==> src/design/srtc_pkg.sv <==
// ----------------------------------------------------------------------------
// srtc_pkg
// Shared constants, types and helpers for the serial RTC bit interface.
// ----------------------------------------------------------------------------
package srtc_pkg;

  localparam int RAM_BYTES_DEF = 10;

  localparam int ADDR_W = 4;
  localparam int PHASE_W = 4;
  localparam int SLOT_COUNT = 8;
  localparam int IDX_W = $clog2(SLOT_COUNT);

  localparam logic [ADDR_W-1:0] ADDR_CTRL = 4'h0;
  localparam logic [ADDR_W-1:0] ADDR_STATUS = 4'h1;
  localparam logic [ADDR_W-1:0] ADDR_FIRST_SLOT = 4'h2;
  localparam logic [ADDR_W-1:0] ADDR_ABORT = 4'hE;
  localparam logic [ADDR_W-1:0] ADDR_LATCH = 4'hF;

  localparam logic [PHASE_W-1:0] PHASE_DATA = 4'd4;
  localparam logic [PHASE_W-1:0] PHASE_END = 4'd12;

  localparam logic [7:0] RAM_RESET_VALUE = 8'hFF;

  typedef enum logic {
    OP_WRITE = 1'b0,
    OP_READ  = 1'b1
  } rtc_op_t;

  // One access to the clock RAM: a write port and a read port per cycle.
  typedef struct packed {
    logic              we;
    logic [ADDR_W-1:0] waddr;
    logic [7:0]        wdata;
    logic              re;
    logic [ADDR_W-1:0] raddr;
  } ram_req_t;

  // Binary to BCD for values below 100 (up to 127 the tens nibble exceeds 9); tens come from a reciprocal multiply.
  function automatic logic [7:0] to_bcd(input logic [6:0] v);
    logic [14:0] prod;
    logic [3:0]  tens;
    logic [6:0]  tens_x10;
    logic [3:0]  units;
    prod     = {8'b0, v} * 15'd205;
    tens     = prod[14:11];
    tens_x10 = 7'({3'b0, tens} << 3) + 7'({3'b0, tens} << 1);
    units    = 4'(v - tens_x10);
    return {tens, units};
  endfunction

endpackage

==> src/design/srtc_ram.sv <==
// ----------------------------------------------------------------------------
// srtc_ram
// Clock RAM with one write and one registered read per cycle. Per-byte valid
// bits make every byte read as 0xFF until it is first written after reset.
// ----------------------------------------------------------------------------
module srtc_ram
  import srtc_pkg::*;
#(
  parameter int RAM_BYTES = RAM_BYTES_DEF
) (
  input  logic       clk,
  input  logic       rst,
  input  ram_req_t   req,
  output logic [7:0] rdata
);

  localparam int AW = $clog2(RAM_BYTES);

  logic [7:0]           mem [RAM_BYTES];
  logic [RAM_BYTES-1:0] vld;
  logic [7:0]           q;
  logic                 q_vld;

  always_ff @(posedge clk) begin
    if (req.we) begin
      mem[req.waddr[AW-1:0]] <= req.wdata;
    end
    if (req.re) begin
      q <= mem[req.raddr[AW-1:0]];
    end
  end

  always_ff @(posedge clk) begin
    if (rst) begin
      vld   <= '0;
      q_vld <= 1'b0;
    end else begin
      if (req.we) begin
        vld[req.waddr[AW-1:0]] <= 1'b1;
      end
      if (req.re) begin
        q_vld <= vld[req.raddr[AW-1:0]];
      end
    end
  end

  assign rdata = q_vld ? q : RAM_RESET_VALUE;

endmodule

==> src/design/serial_rtc_bit_interface.sv <==
// ----------------------------------------------------------------------------
// serial_rtc_bit_interface
// Bit-serial RTC chip interface: address bits, data bits, time latch to BCD.
// ----------------------------------------------------------------------------
// Sequencing: most bit accesses give done in the cycle after start; a read of the
//   first data bit passes through S_RD for the clock RAM read; a latch command
//   walks S_LREQ and S_LCMP for each of the eight time bytes, then S_LFIN writes status.
// Throughput: one word per cycle for plain accesses; busy holds off start
//   during the RAM read and the latch walk. done cannot be stalled.
// Reset: synchronous rst clears phase, address and shift register; RAM reads 0xFF until written.
module serial_rtc_bit_interface
  import srtc_pkg::*;
#(
  parameter int RAM_BYTES = RAM_BYTES_DEF
) (
  input  logic       clk,
  input  logic       rst,
  input  logic       start,
  output logic       busy,
  input  logic       op,
  input  logic       data_bit,
  input  logic [5:0] seconds,
  input  logic [5:0] minutes,
  input  logic [4:0] hours,
  input  logic [4:0] day_of_month,
  input  logic [3:0] month,
  input  logic [6:0] year_in_century,
  input  logic [2:0] weekday,
  output logic       done,
  output logic       read_bit
);

  typedef enum logic [4:0] {
    S_IDLE = 5'b00001,
    S_RD   = 5'b00010,
    S_LREQ = 5'b00100,
    S_LCMP = 5'b01000,
    S_LFIN = 5'b10000
  } state_t;

  localparam logic [ADDR_W-1:0] RAM_TOP = ADDR_W'(RAM_BYTES);

  state_t             state, state_next;
  logic [PHASE_W-1:0] bit_phase, bit_phase_next;
  logic [ADDR_W-1:0]  reg_address, reg_address_next;
  logic [7:0]         shift_value, shift_value_next;
  logic [IDX_W-1:0]   idx, idx_next;
  logic [7:0]         mask, mask_next;
  logic               done_next;
  logic               read_bit_next;

  logic [5:0] sec_q, min_q;
  logic [4:0] hrs_q, dom_q;
  logic [3:0] mon_q;
  logic [6:0] yr_q;
  logic [2:0] wd_q;
  logic       capture;

  ram_req_t   req;
  logic [7:0] rdata;

  logic               accept;
  logic [PHASE_W-1:0] phase_inc;
  logic [ADDR_W-1:0]  addr_shift;
  logic [7:0]         data_shift;
  logic [7:0]         load_byte;
  logic [7:0]         slot;
  logic [ADDR_W-1:0]  slot_addr;

  srtc_ram #(
    .RAM_BYTES(RAM_BYTES)
  ) u_ram (
    .clk  (clk),
    .rst  (rst),
    .req  (req),
    .rdata(rdata)
  );

  assign busy       = (state != S_IDLE);
  assign accept     = start && !busy;
  assign phase_inc  = bit_phase + 4'd1;
  assign addr_shift = {data_bit, reg_address[ADDR_W-1:1]};
  assign data_shift = {data_bit, shift_value[7:1]};
  assign load_byte  = (reg_address < RAM_TOP) ? rdata : 8'h00;
  assign slot_addr  = ADDR_FIRST_SLOT + ADDR_W'(idx);

  // Time byte for the slot under the latch walk.
  always_comb begin
    case (idx)
      3'd0:    slot = to_bcd({1'b0, sec_q});
      3'd1:    slot = to_bcd({1'b0, min_q});
      3'd2:    slot = to_bcd({2'b0, hrs_q});
      3'd3:    slot = to_bcd({2'b0, dom_q});
      3'd4:    slot = to_bcd({3'b0, mon_q});
      3'd5:    slot = to_bcd(yr_q);
      3'd6:    slot = {5'b0, wd_q};
      default: slot = to_bcd({2'b0, dom_q});
    endcase
  end

  always_comb begin
    state_next       = state;
    bit_phase_next   = bit_phase;
    reg_address_next = reg_address;
    shift_value_next = shift_value;
    idx_next         = idx;
    mask_next        = mask;
    done_next        = 1'b0;
    read_bit_next    = 1'b0;
    capture          = 1'b0;
    req.we           = 1'b0;
    req.waddr        = reg_address;
    req.wdata        = shift_value;
    req.re           = 1'b0;
    req.raddr        = reg_address;

    case (state)
      S_IDLE: begin
        req.re = accept;
        if (accept) begin
          if (op == OP_READ) begin
            if (bit_phase < PHASE_DATA) begin
              // early read: drop back to the first address bit
              bit_phase_next = '0;
              done_next      = 1'b1;
            end else if (bit_phase == PHASE_DATA) begin
              state_next = S_RD;
            end else begin
              read_bit_next    = shift_value[0];
              shift_value_next = {1'b0, shift_value[7:1]};
              bit_phase_next   = (phase_inc == PHASE_END) ? '0 : phase_inc;
              done_next        = 1'b1;
            end
          end else if (bit_phase < PHASE_DATA) begin
            reg_address_next = addr_shift;
            bit_phase_next   = phase_inc;
            done_next        = 1'b1;
            if (phase_inc == PHASE_DATA && addr_shift >= ADDR_ABORT) begin
              bit_phase_next = '0;
              if (addr_shift == ADDR_LATCH) begin
                // clear the control byte now, status byte at the end
                done_next  = 1'b0;
                capture    = 1'b1;
                req.we     = 1'b1;
                req.waddr  = ADDR_CTRL;
                req.wdata  = 8'h00;
                idx_next   = '0;
                mask_next  = '0;
                state_next = S_LREQ;
              end
            end
          end else begin
            shift_value_next = data_shift;
            bit_phase_next   = phase_inc;
            done_next        = 1'b1;
            if (phase_inc == PHASE_END) begin
              req.we           = (reg_address != ADDR_STATUS) && (reg_address < RAM_TOP);
              req.waddr        = reg_address;
              req.wdata        = data_shift;
              reg_address_next = '0;
              bit_phase_next   = '0;
            end
          end
        end
      end
      S_RD: begin
        read_bit_next    = load_byte[0];
        shift_value_next = {1'b0, load_byte[7:1]};
        bit_phase_next   = PHASE_DATA + 4'd1;
        done_next        = 1'b1;
        state_next       = S_IDLE;
      end
      S_LREQ: begin
        req.re     = 1'b1;
        req.raddr  = slot_addr;
        state_next = S_LCMP;
      end
      S_LCMP: begin
        if (rdata != slot) begin
          req.we         = 1'b1;
          req.waddr      = slot_addr;
          req.wdata      = slot;
          mask_next[idx] = 1'b1;
        end
        if (idx == IDX_W'(SLOT_COUNT - 1)) begin
          state_next = S_LFIN;
        end else begin
          idx_next   = idx + 3'd1;
          state_next = S_LREQ;
        end
      end
      S_LFIN: begin
        req.we     = 1'b1;
        req.waddr  = ADDR_STATUS;
        req.wdata  = mask;
        done_next  = 1'b1;
        state_next = S_IDLE;
      end
      default: begin
        state_next = S_IDLE;
      end
    endcase
  end

  always_ff @(posedge clk) begin
    if (rst) begin
      state       <= S_IDLE;
      bit_phase   <= '0;
      reg_address <= '0;
      shift_value <= '0;
      done        <= 1'b0;
      read_bit    <= 1'b0;
    end else begin
      state       <= state_next;
      bit_phase   <= bit_phase_next;
      reg_address <= reg_address_next;
      shift_value <= shift_value_next;
      done        <= done_next;
      read_bit    <= read_bit_next;
    end
  end

  always_ff @(posedge clk) begin
    idx  <= idx_next;
    mask <= mask_next;
    if (capture) begin
      sec_q <= seconds;
      min_q <= minutes;
      hrs_q <= hours;
      dom_q <= day_of_month;
      mon_q <= month;
      yr_q  <= year_in_century;
      wd_q  <= weekday;
    end
  end

endmodule

==> config.mk <==
export PLATFORM = sky130hd
export DESIGN_NAME = serial_rtc_bit_interface
export DESIGN_NICKNAME = d
export VERILOG_FILES = /design/src/design/srtc_pkg.sv /design/src/design/srtc_ram.sv /design/src/design/serial_rtc_bit_interface.sv
export SDC_FILE = /design/constraint.sdc
export NUM_CORES = 1
export LEC_CHECK = 0
export BUFFER_PORTS_ARGS = -buffer_cell sky130_fd_sc_hd__buf_2
export CAP_MARGIN = 40
export CORE_UTILIZATION = 45
export DETAILED_ROUTE_END_ITERATION = 8
export GPL_ROUTABILITY_DRIVEN = 0
export PLACE_DENSITY = 0.64
export SYNTH_ARGS = -nofsm -noshare
export SYNTH_HDL_FRONTEND = slang
export SYNTH_SLANG_ARGS = --single-unit
==> constraint.sdc <==
create_clock -name clk -period 7.9 [get_ports clk]
set_input_delay 1.58 -clock clk [delete_from_list [all_inputs] [get_ports clk]]
set_output_delay 1.58 -clock clk [all_outputs]
set_load 0.01 [all_outputs]
==> impl_metrics.tcl, run 1 <==
set metrics [dict create \
    outcome "complete, no violations" \
    grt_max_degree 37 \
    drtIter0Drc 710 \
    hold_class "reg2reg" \
    final_util_pct 50.5 \
    cts_hold_buf 0 \
    synth.distinct_cells 85 \
    ant_nets 0 \
    drt-wirelength-per-cell_um 18.1 \
    cts_root_buffer "clkbuf_16" \
    fin_skew_ps 19.3 \
    cts_resized 0 \
    max_slew_margin_pct 34.7 \
    ir_drop_mv 0.126 \
    areaGrowthSynthToFinish_pct 10.4 \
    cts_tree "done" \
    rows 59 \
    seq_area_frac_synth_pct 39.7 \
    dr.pass1.iters 5 \
    vias 8793 \
    max_freq_ghz 0.139 \
    crit_chain "ha_1 > ha_1 > fa_1 > inv_1 > fa_1 > inv_1 > ha_1 > a21oi_1 > a211o_1 > a31oi_1 > xor2_1 > ha_1 > xnor2_1 > a22o_1 > a21oi_1 > a22oi_1 > xor2_1 > or3_1 > a2bb2oi_1 > nand4_4 > o21a_1 > a22oi_4 > nand2_1 > nor2_1" \
    syn-num-nets 1385 \
    cpMostUsedCell "ha_1" \
    critical_path.max_stage_delay_ps 580 \
    post-cts-setup-buffer-count 0 \
    report.final.hold_viol_count 0 \
    cp.arrival_ps 7250 \
    grt_pass1_vias 8997 \
    grt_usage_pct 21.8 \
    drc 0 \
    synthArstFlopShare_pct 0 \
    final_cells 1535 \
    fin_crit_sh_pct 90.8 \
    grt_overflow_total 0 \
    grt_pass1_wl_um 45600 \
    yosysWarnings 0 \
    floorplan.initialDensity_pct 45.8 \
    crit_slowest_cell "nor2_1" \
    wl_um 27800 \
    synth.most_common_cell "ha_1" \
    die_width_um 165 \
    p_clk_share_pct 44.8 \
    placed_area_um2 12500 \
    switching_share_pct 26.4 \
    antenna_found_initial 0 \
    tightest_slew_ps 978 \
    p_seq_share_pct 49.9 \
    setup_viol 0 \
    synth_flop_cell "edfxtp_1" \
    drv_slew 0 \
    port_buffers 43 \
    r2r_slack_ps 730 \
    crit_fanout 11 \
    postLayoutCellArea_um2 13200 \
    clock_latency_ps 450 \
    clk_pin_slew_ps 80 \
    leakagePower_nw 5.62 \
    fin_setup_tns_ps 0 \
    coreArea_um2 26100 \
    netlist.area_leader.share_pct 34.0 \
    internal-power_mw 1.45 \
    n_antenna_cell 0 \
    rsz0062_at_grt "no" \
    worstSetupPathType "reg2reg" \
    endpoint_kind "flop" \
    cp-start-kind "flop" \
    dieArea_um2 27200 \
    cap_violations 0 \
    switching_power_uw 521 \
    synth.avg_cell_area_um2 10.4 \
    required_ps 7980 \
    pwr-share-comb_pct 5.3 \
    synthTopCellsByCount "ha_1, edfxtp_1, nand2_1, inv_1, nor2_1" \
    drive_above_1_share_pct 10.4 \
    cts_buffers 17 \
    clkSinkCount 169 \
    synth-edff-count 135 \
    io_pins 44 \
    synthCells 1147 \
    period_minus_slack_ps 7170 \
    synth_seq_cells 169 \
    avgViaCountPerCell 5.73 \
    place_inst 1503 \
    power_density_nw_per_um2 150 \
    yosysTopAreaCell "edfxtp_1" \
    synth_area_leaders "edfxtp_1, ha_1, dfxtp_1" \
    fp.dieH_um 165 \
    hpwl_um 20500 \
    nets 1425 \
    synth_area_um2 11900 \
    cts.path.max_buffers 2 \
    h-tree-depth 4 \
]
[state kept, by name, summed over array words and instances (netlist names), 4 cells and up]
register / cells
shift_value: 8
reg_address: 4
u_ram.vld: 10
mask: 8
hrs_q: 5
sec_q: 6
u_ram.q: 8
u_ram.mem: 80
mon_q: 4
dom_q: 5
state: 5
min_q: 6
bit_phase: 4
yr_q: 7
[worst paths after layout]
kind / to / start / cells after the start
hold reg to reg: u_ram.vld[5] / u_ram.vld[5] / 2
hold / removal: u_ram.vld[5] / u_ram.vld[5] / 2
setup / recovery: u_ram.mem[7][5] / yr_q[4] / 24
setup reg to reg: u_ram.mem[7][5] / yr_q[4] / 24
[cells in the final DEF, fill, tap and decap left out, types with 8 or more instances in the layout]
cell type,n
or2_2,8
ha_1,173
nor3_1,12
a21o_1,9
a21oi_1,49
fa_1,24
xor2_1,13
a31oi_1,20
a211oi_1,23
clkbuf_16,17
nand3_1,31
nand2_1,118
buf_2,43
edfxtp_1,135
o21ai_0,34
and3_1,14
a311oi_1,10
dfxtp_1,34
inv_1,111
a22oi_1,18
xnor2_1,28
and2_1,16
nor2_1,80
nand2b_1,16
buf_4,11
nand4_1,11
[layout make-up]
type | instances | area (um^2)
tap | 335 | 419
clock buffer | 17 | 425
clock inverter | 15 | 204
timing repair buffer | 56 | 320
inverter | 112 | 420
sequential | 169 | 4730
multi-input combinational | 831 | 6640
fill | 2358 | 12900
[routing by layer]
| layer | global-route usage [%] | up-vias | wire (um) |
|---|---|---|---|
| met2 | 38.2 | 213 | 13900 |
| met4 | 8.47 | 0 | 805 |
| met1 | 27.1 | 4259 | 12000 |
| li1 | - | 4264 | - |
| met5 | 0 | - | 0 |
| met3 | 2.89 | 57 | 1150 |
[power groups by stage]
stage / clock network [mW] / logic, mW / registers [mW]
finish: 0.884 / 0.105 / 0.983
global placement: 0 / 0.103 / 1.00
CTS: 0.901 / 0.105 / 0.983
floorplan: 0 / 0.0632 / 0.999
detailed placement: 0 / 0.104 / 1.00
global route: 0.934 / 0.116 / 0.985
[cells by family after synthesis]
logic type,count (synthesis),share of synthesized area (%)
adder cells (fa/ha/maj),197,22.2
multiplexers,7,0.703
buffers and inverters,147,4.70
AO/OA/AOI/OAI,249,15.7
XOR/XNOR,44,3.62
flip-flops,169,39.7
AND/OR/NAND/NOR,334,13.4
[per-stage QoR]
step	hold slack (ps)	total power [mW]	setup WS, ps
2_1_floorplan	430	1.06	1490
3_3_place_gp	444	1.11	965
3_5_place_dp	443	1.11	815
4_1_cts	456	1.99	741
5_1_grt	483	2.04	164
6_report	455	1.97	726
[critical path: cells and delay by family (launching register included)]
family          cells  cell delay (ps)
compound gates      9             2160
xor+xnor            3              530
fa+ha+maj           6             2240
buf+inv             2              110
flops               1              460
simple gates        4             1310
(Power assumes the default switching activity.)
==> inputs of run 2 (changes only) <==
PLACE_DENSITY = 0.66   (was 0.64)
clock period = 5.79 ns   (was 7.9 ns; I/O delays follow)
==> run 2 against run 1 <==
The flow now finishes with violations (negative setup slack). First-iteration DRC count shrank 7.7%. Count of clock-buffer cells in the layout is the same. Cell area grew 14%. Largest power group unchanged.
==> impl_metrics.tcl, run 2 (synthesis results as in run 1) <==
set metrics [dict create \
    r2r_start "yr_q[4]" \
    rr_worst_depth 25 \
    required_ps 5940 \
    ir_drop_mv 0.241 \
    hpwl_um 21300 \
    clock_latency_ps 450 \
    fp.dieH_um 165 \
    cp.arrival_ps 6530 \
    cap_violations 0 \
    outcome "complete, but fails checks" \
    grt_pass1_vias 9374 \
    hold_class "reg2reg" \
    switching_power_uw 729 \
    mostFrequentLayoutCells "ha_1, edfxtp_1, buf_4" \
    coreArea_um2 26100 \
    fillCellCount 2167 \
    crit_fanout 8 \
    clkSinkCount 169 \
    worstSetupPathType "reg2reg" \
    grt_overflow_total 0 \
    final_util_pct 57.3 \
    max_freq_ghz 0.157 \
    io_pins 44 \
    fin_skew_ps 19.0 \
    rows 59 \
    max_slew_margin_pct 41.7 \
    grt_usage_pct 22.6 \
    rsz0062_at_grt "yes" \
    cts_buffers 17 \
    drc 0 \
    path_delay_family "adder cells" \
    p_total_mw 2.72 \
    cts_root_buffer "clkbuf_16" \
    r2r_slack_ps -600 \
    grt_pass1_wl_um 47000 \
    postLayoutCellArea_um2 14900 \
    violations "negative setup slack" \
    n_antenna_cell 0 \
    die_width_um 165 \
    layout_commonest_cell "ha_1" \
    drive_above_1_share_pct 25.1 \
    wl_um 30500 \
    power_density_nw_per_um2 182 \
    p_seq_share_pct 49.3 \
    r2r_end "u_ram.mem[9][0]" \
    critical_path.max_stage_delay_ps 510 \
    tightest_slew_ps 868 \
    cts.path.max_buffers 2 \
    holdPathStages 2 \
    h-tree-depth 4 \
    cp.buffers_inverters 4 \
    min_from "u_ram.vld[5]" \
    period_minus_slack_ps 6390 \
    switching_share_pct 26.7 \
    holdPathEnd "u_ram.vld[5]" \
    p_clk_share_pct 43.5 \
    grt_max_degree 37 \
    leakagePower_nw 6.44 \
    internal-power_mw 2.00 \
    fin_ws_ps -598 \
    ant_nets 0 \
    dieArea_um2 27200 \
    drtIter0Drc 655 \
    drv_slew 0 \
    largest_register_ffs 80 \
    vias 9519 \
    pwr-share-comb_pct 7.1 \
    dr.pass1.iters 6 \
    setup_viol 178 \
    nets 1574 \
    endpoint_kind "flop" \
    antenna_found_initial 0 \
    port_buffers 43 \
    hold_slack_ps 463 \
    areaGrowthSynthToFinish_pct 25.3 \
    clk_pin_slew_ps 80 \
    report.final.hold_viol_count 0 \
    drt-wirelength-per-cell_um 18.1 \
    floorplan.initialDensity_pct 45.8 \
    crit_slowest_cell "fa_1" \
    placed_area_um2 13600 \
    avgViaCountPerCell 5.65 \
    cp.depth 25 \
    cp-start-kind "flop" \
    cts_tree "done" \
    fin_crit_sh_pct 110 \
]
## run 2: cell count changes in the layout (fill, tap and decap cells not counted), sizes merged, moves of 2 or more
cell | previous run | this run
a221o | 4 | 6
buf | 55 | 200
clkinv | 7 | 12
inv | 120 | 114
## run 2: area by class of cell
type                       count  area (um^2)  area share (%)
clock buffer                  17          425            2.85
multi-input combinational    835         7210            48.3
timing repair buffer         201         1530            10.2
tap                          335          419            2.81
clock inverter                15          194            1.30
sequential                   169         4730            31.7
inverter                     112          425            2.85
## run 2: power by group through the flow
stage                     Sequential (mW)  Combinational [mW]  Clock, mW
after detailed placement             1.37               0.150          0
after global placement               1.37               0.147          0
final                                1.34               0.194       1.19
after global routing                 1.34               0.208       1.25
after CTS                            1.34               0.174       1.20
after floorplan                      1.36              0.0906          0
## run 2: layer usage
| layer | vias to the layer above | routed length, um | GRT usage [%] |
|---|---|---|---|
| met5 | - | 0 | 0 |
| met4 | 0 | 978 | 9.05 |
| met3 | 90 | 1790 | 3.74 |
| met2 | 330 | 15300 | 39.8 |
| met1 | 4526 | 12500 | 27.3 |
| li1 | 4573 | - | - |
## run 2: through the flow
stage               cells  setup slack [ps]  TNS (ps)
CTS                  1668              -442    -56010
global route         1684              -853   -120850
detailed placement   1619              -576    -83530
global placement     1615              -402    -55260
finish               1684              -598    -78770
floorplan            1147              -260    -13500
## run 2: worst min-delay path, delay by kind of cell, from the launching register on
kind | cells | cell delay, ps
buffers and inverters | 1 | 60
DFF | 1 | 320
AOI/OAI and AO/OA | 1 | 40
## run 2: worst max-delay path by stage
stage	startpoint	endpoint	slack [ps]
floorplan	yr_q[5]	u_ram.mem[6][0]	-260
global placement	yr_q[5]	u_ram.mem[0][4]	-400
detailed placement	yr_q[4]	u_ram.mem[7][4]	-580
CTS	yr_q[4]	u_ram.mem[7][2]	-440
global route	yr_q[4]	u_ram.mem[9][0]	-850
finish	yr_q[4]	u_ram.mem[9][0]	-600
## run 2: repair_timing
item / CTS / global route
gates resized for setup: 48 / 44
setup buffers: 16 / 15
cloned: 2 / 3
pin swaps: 29 / 23
hold buffers: 0 / 0
setup endpoints to repair: 178 / 178
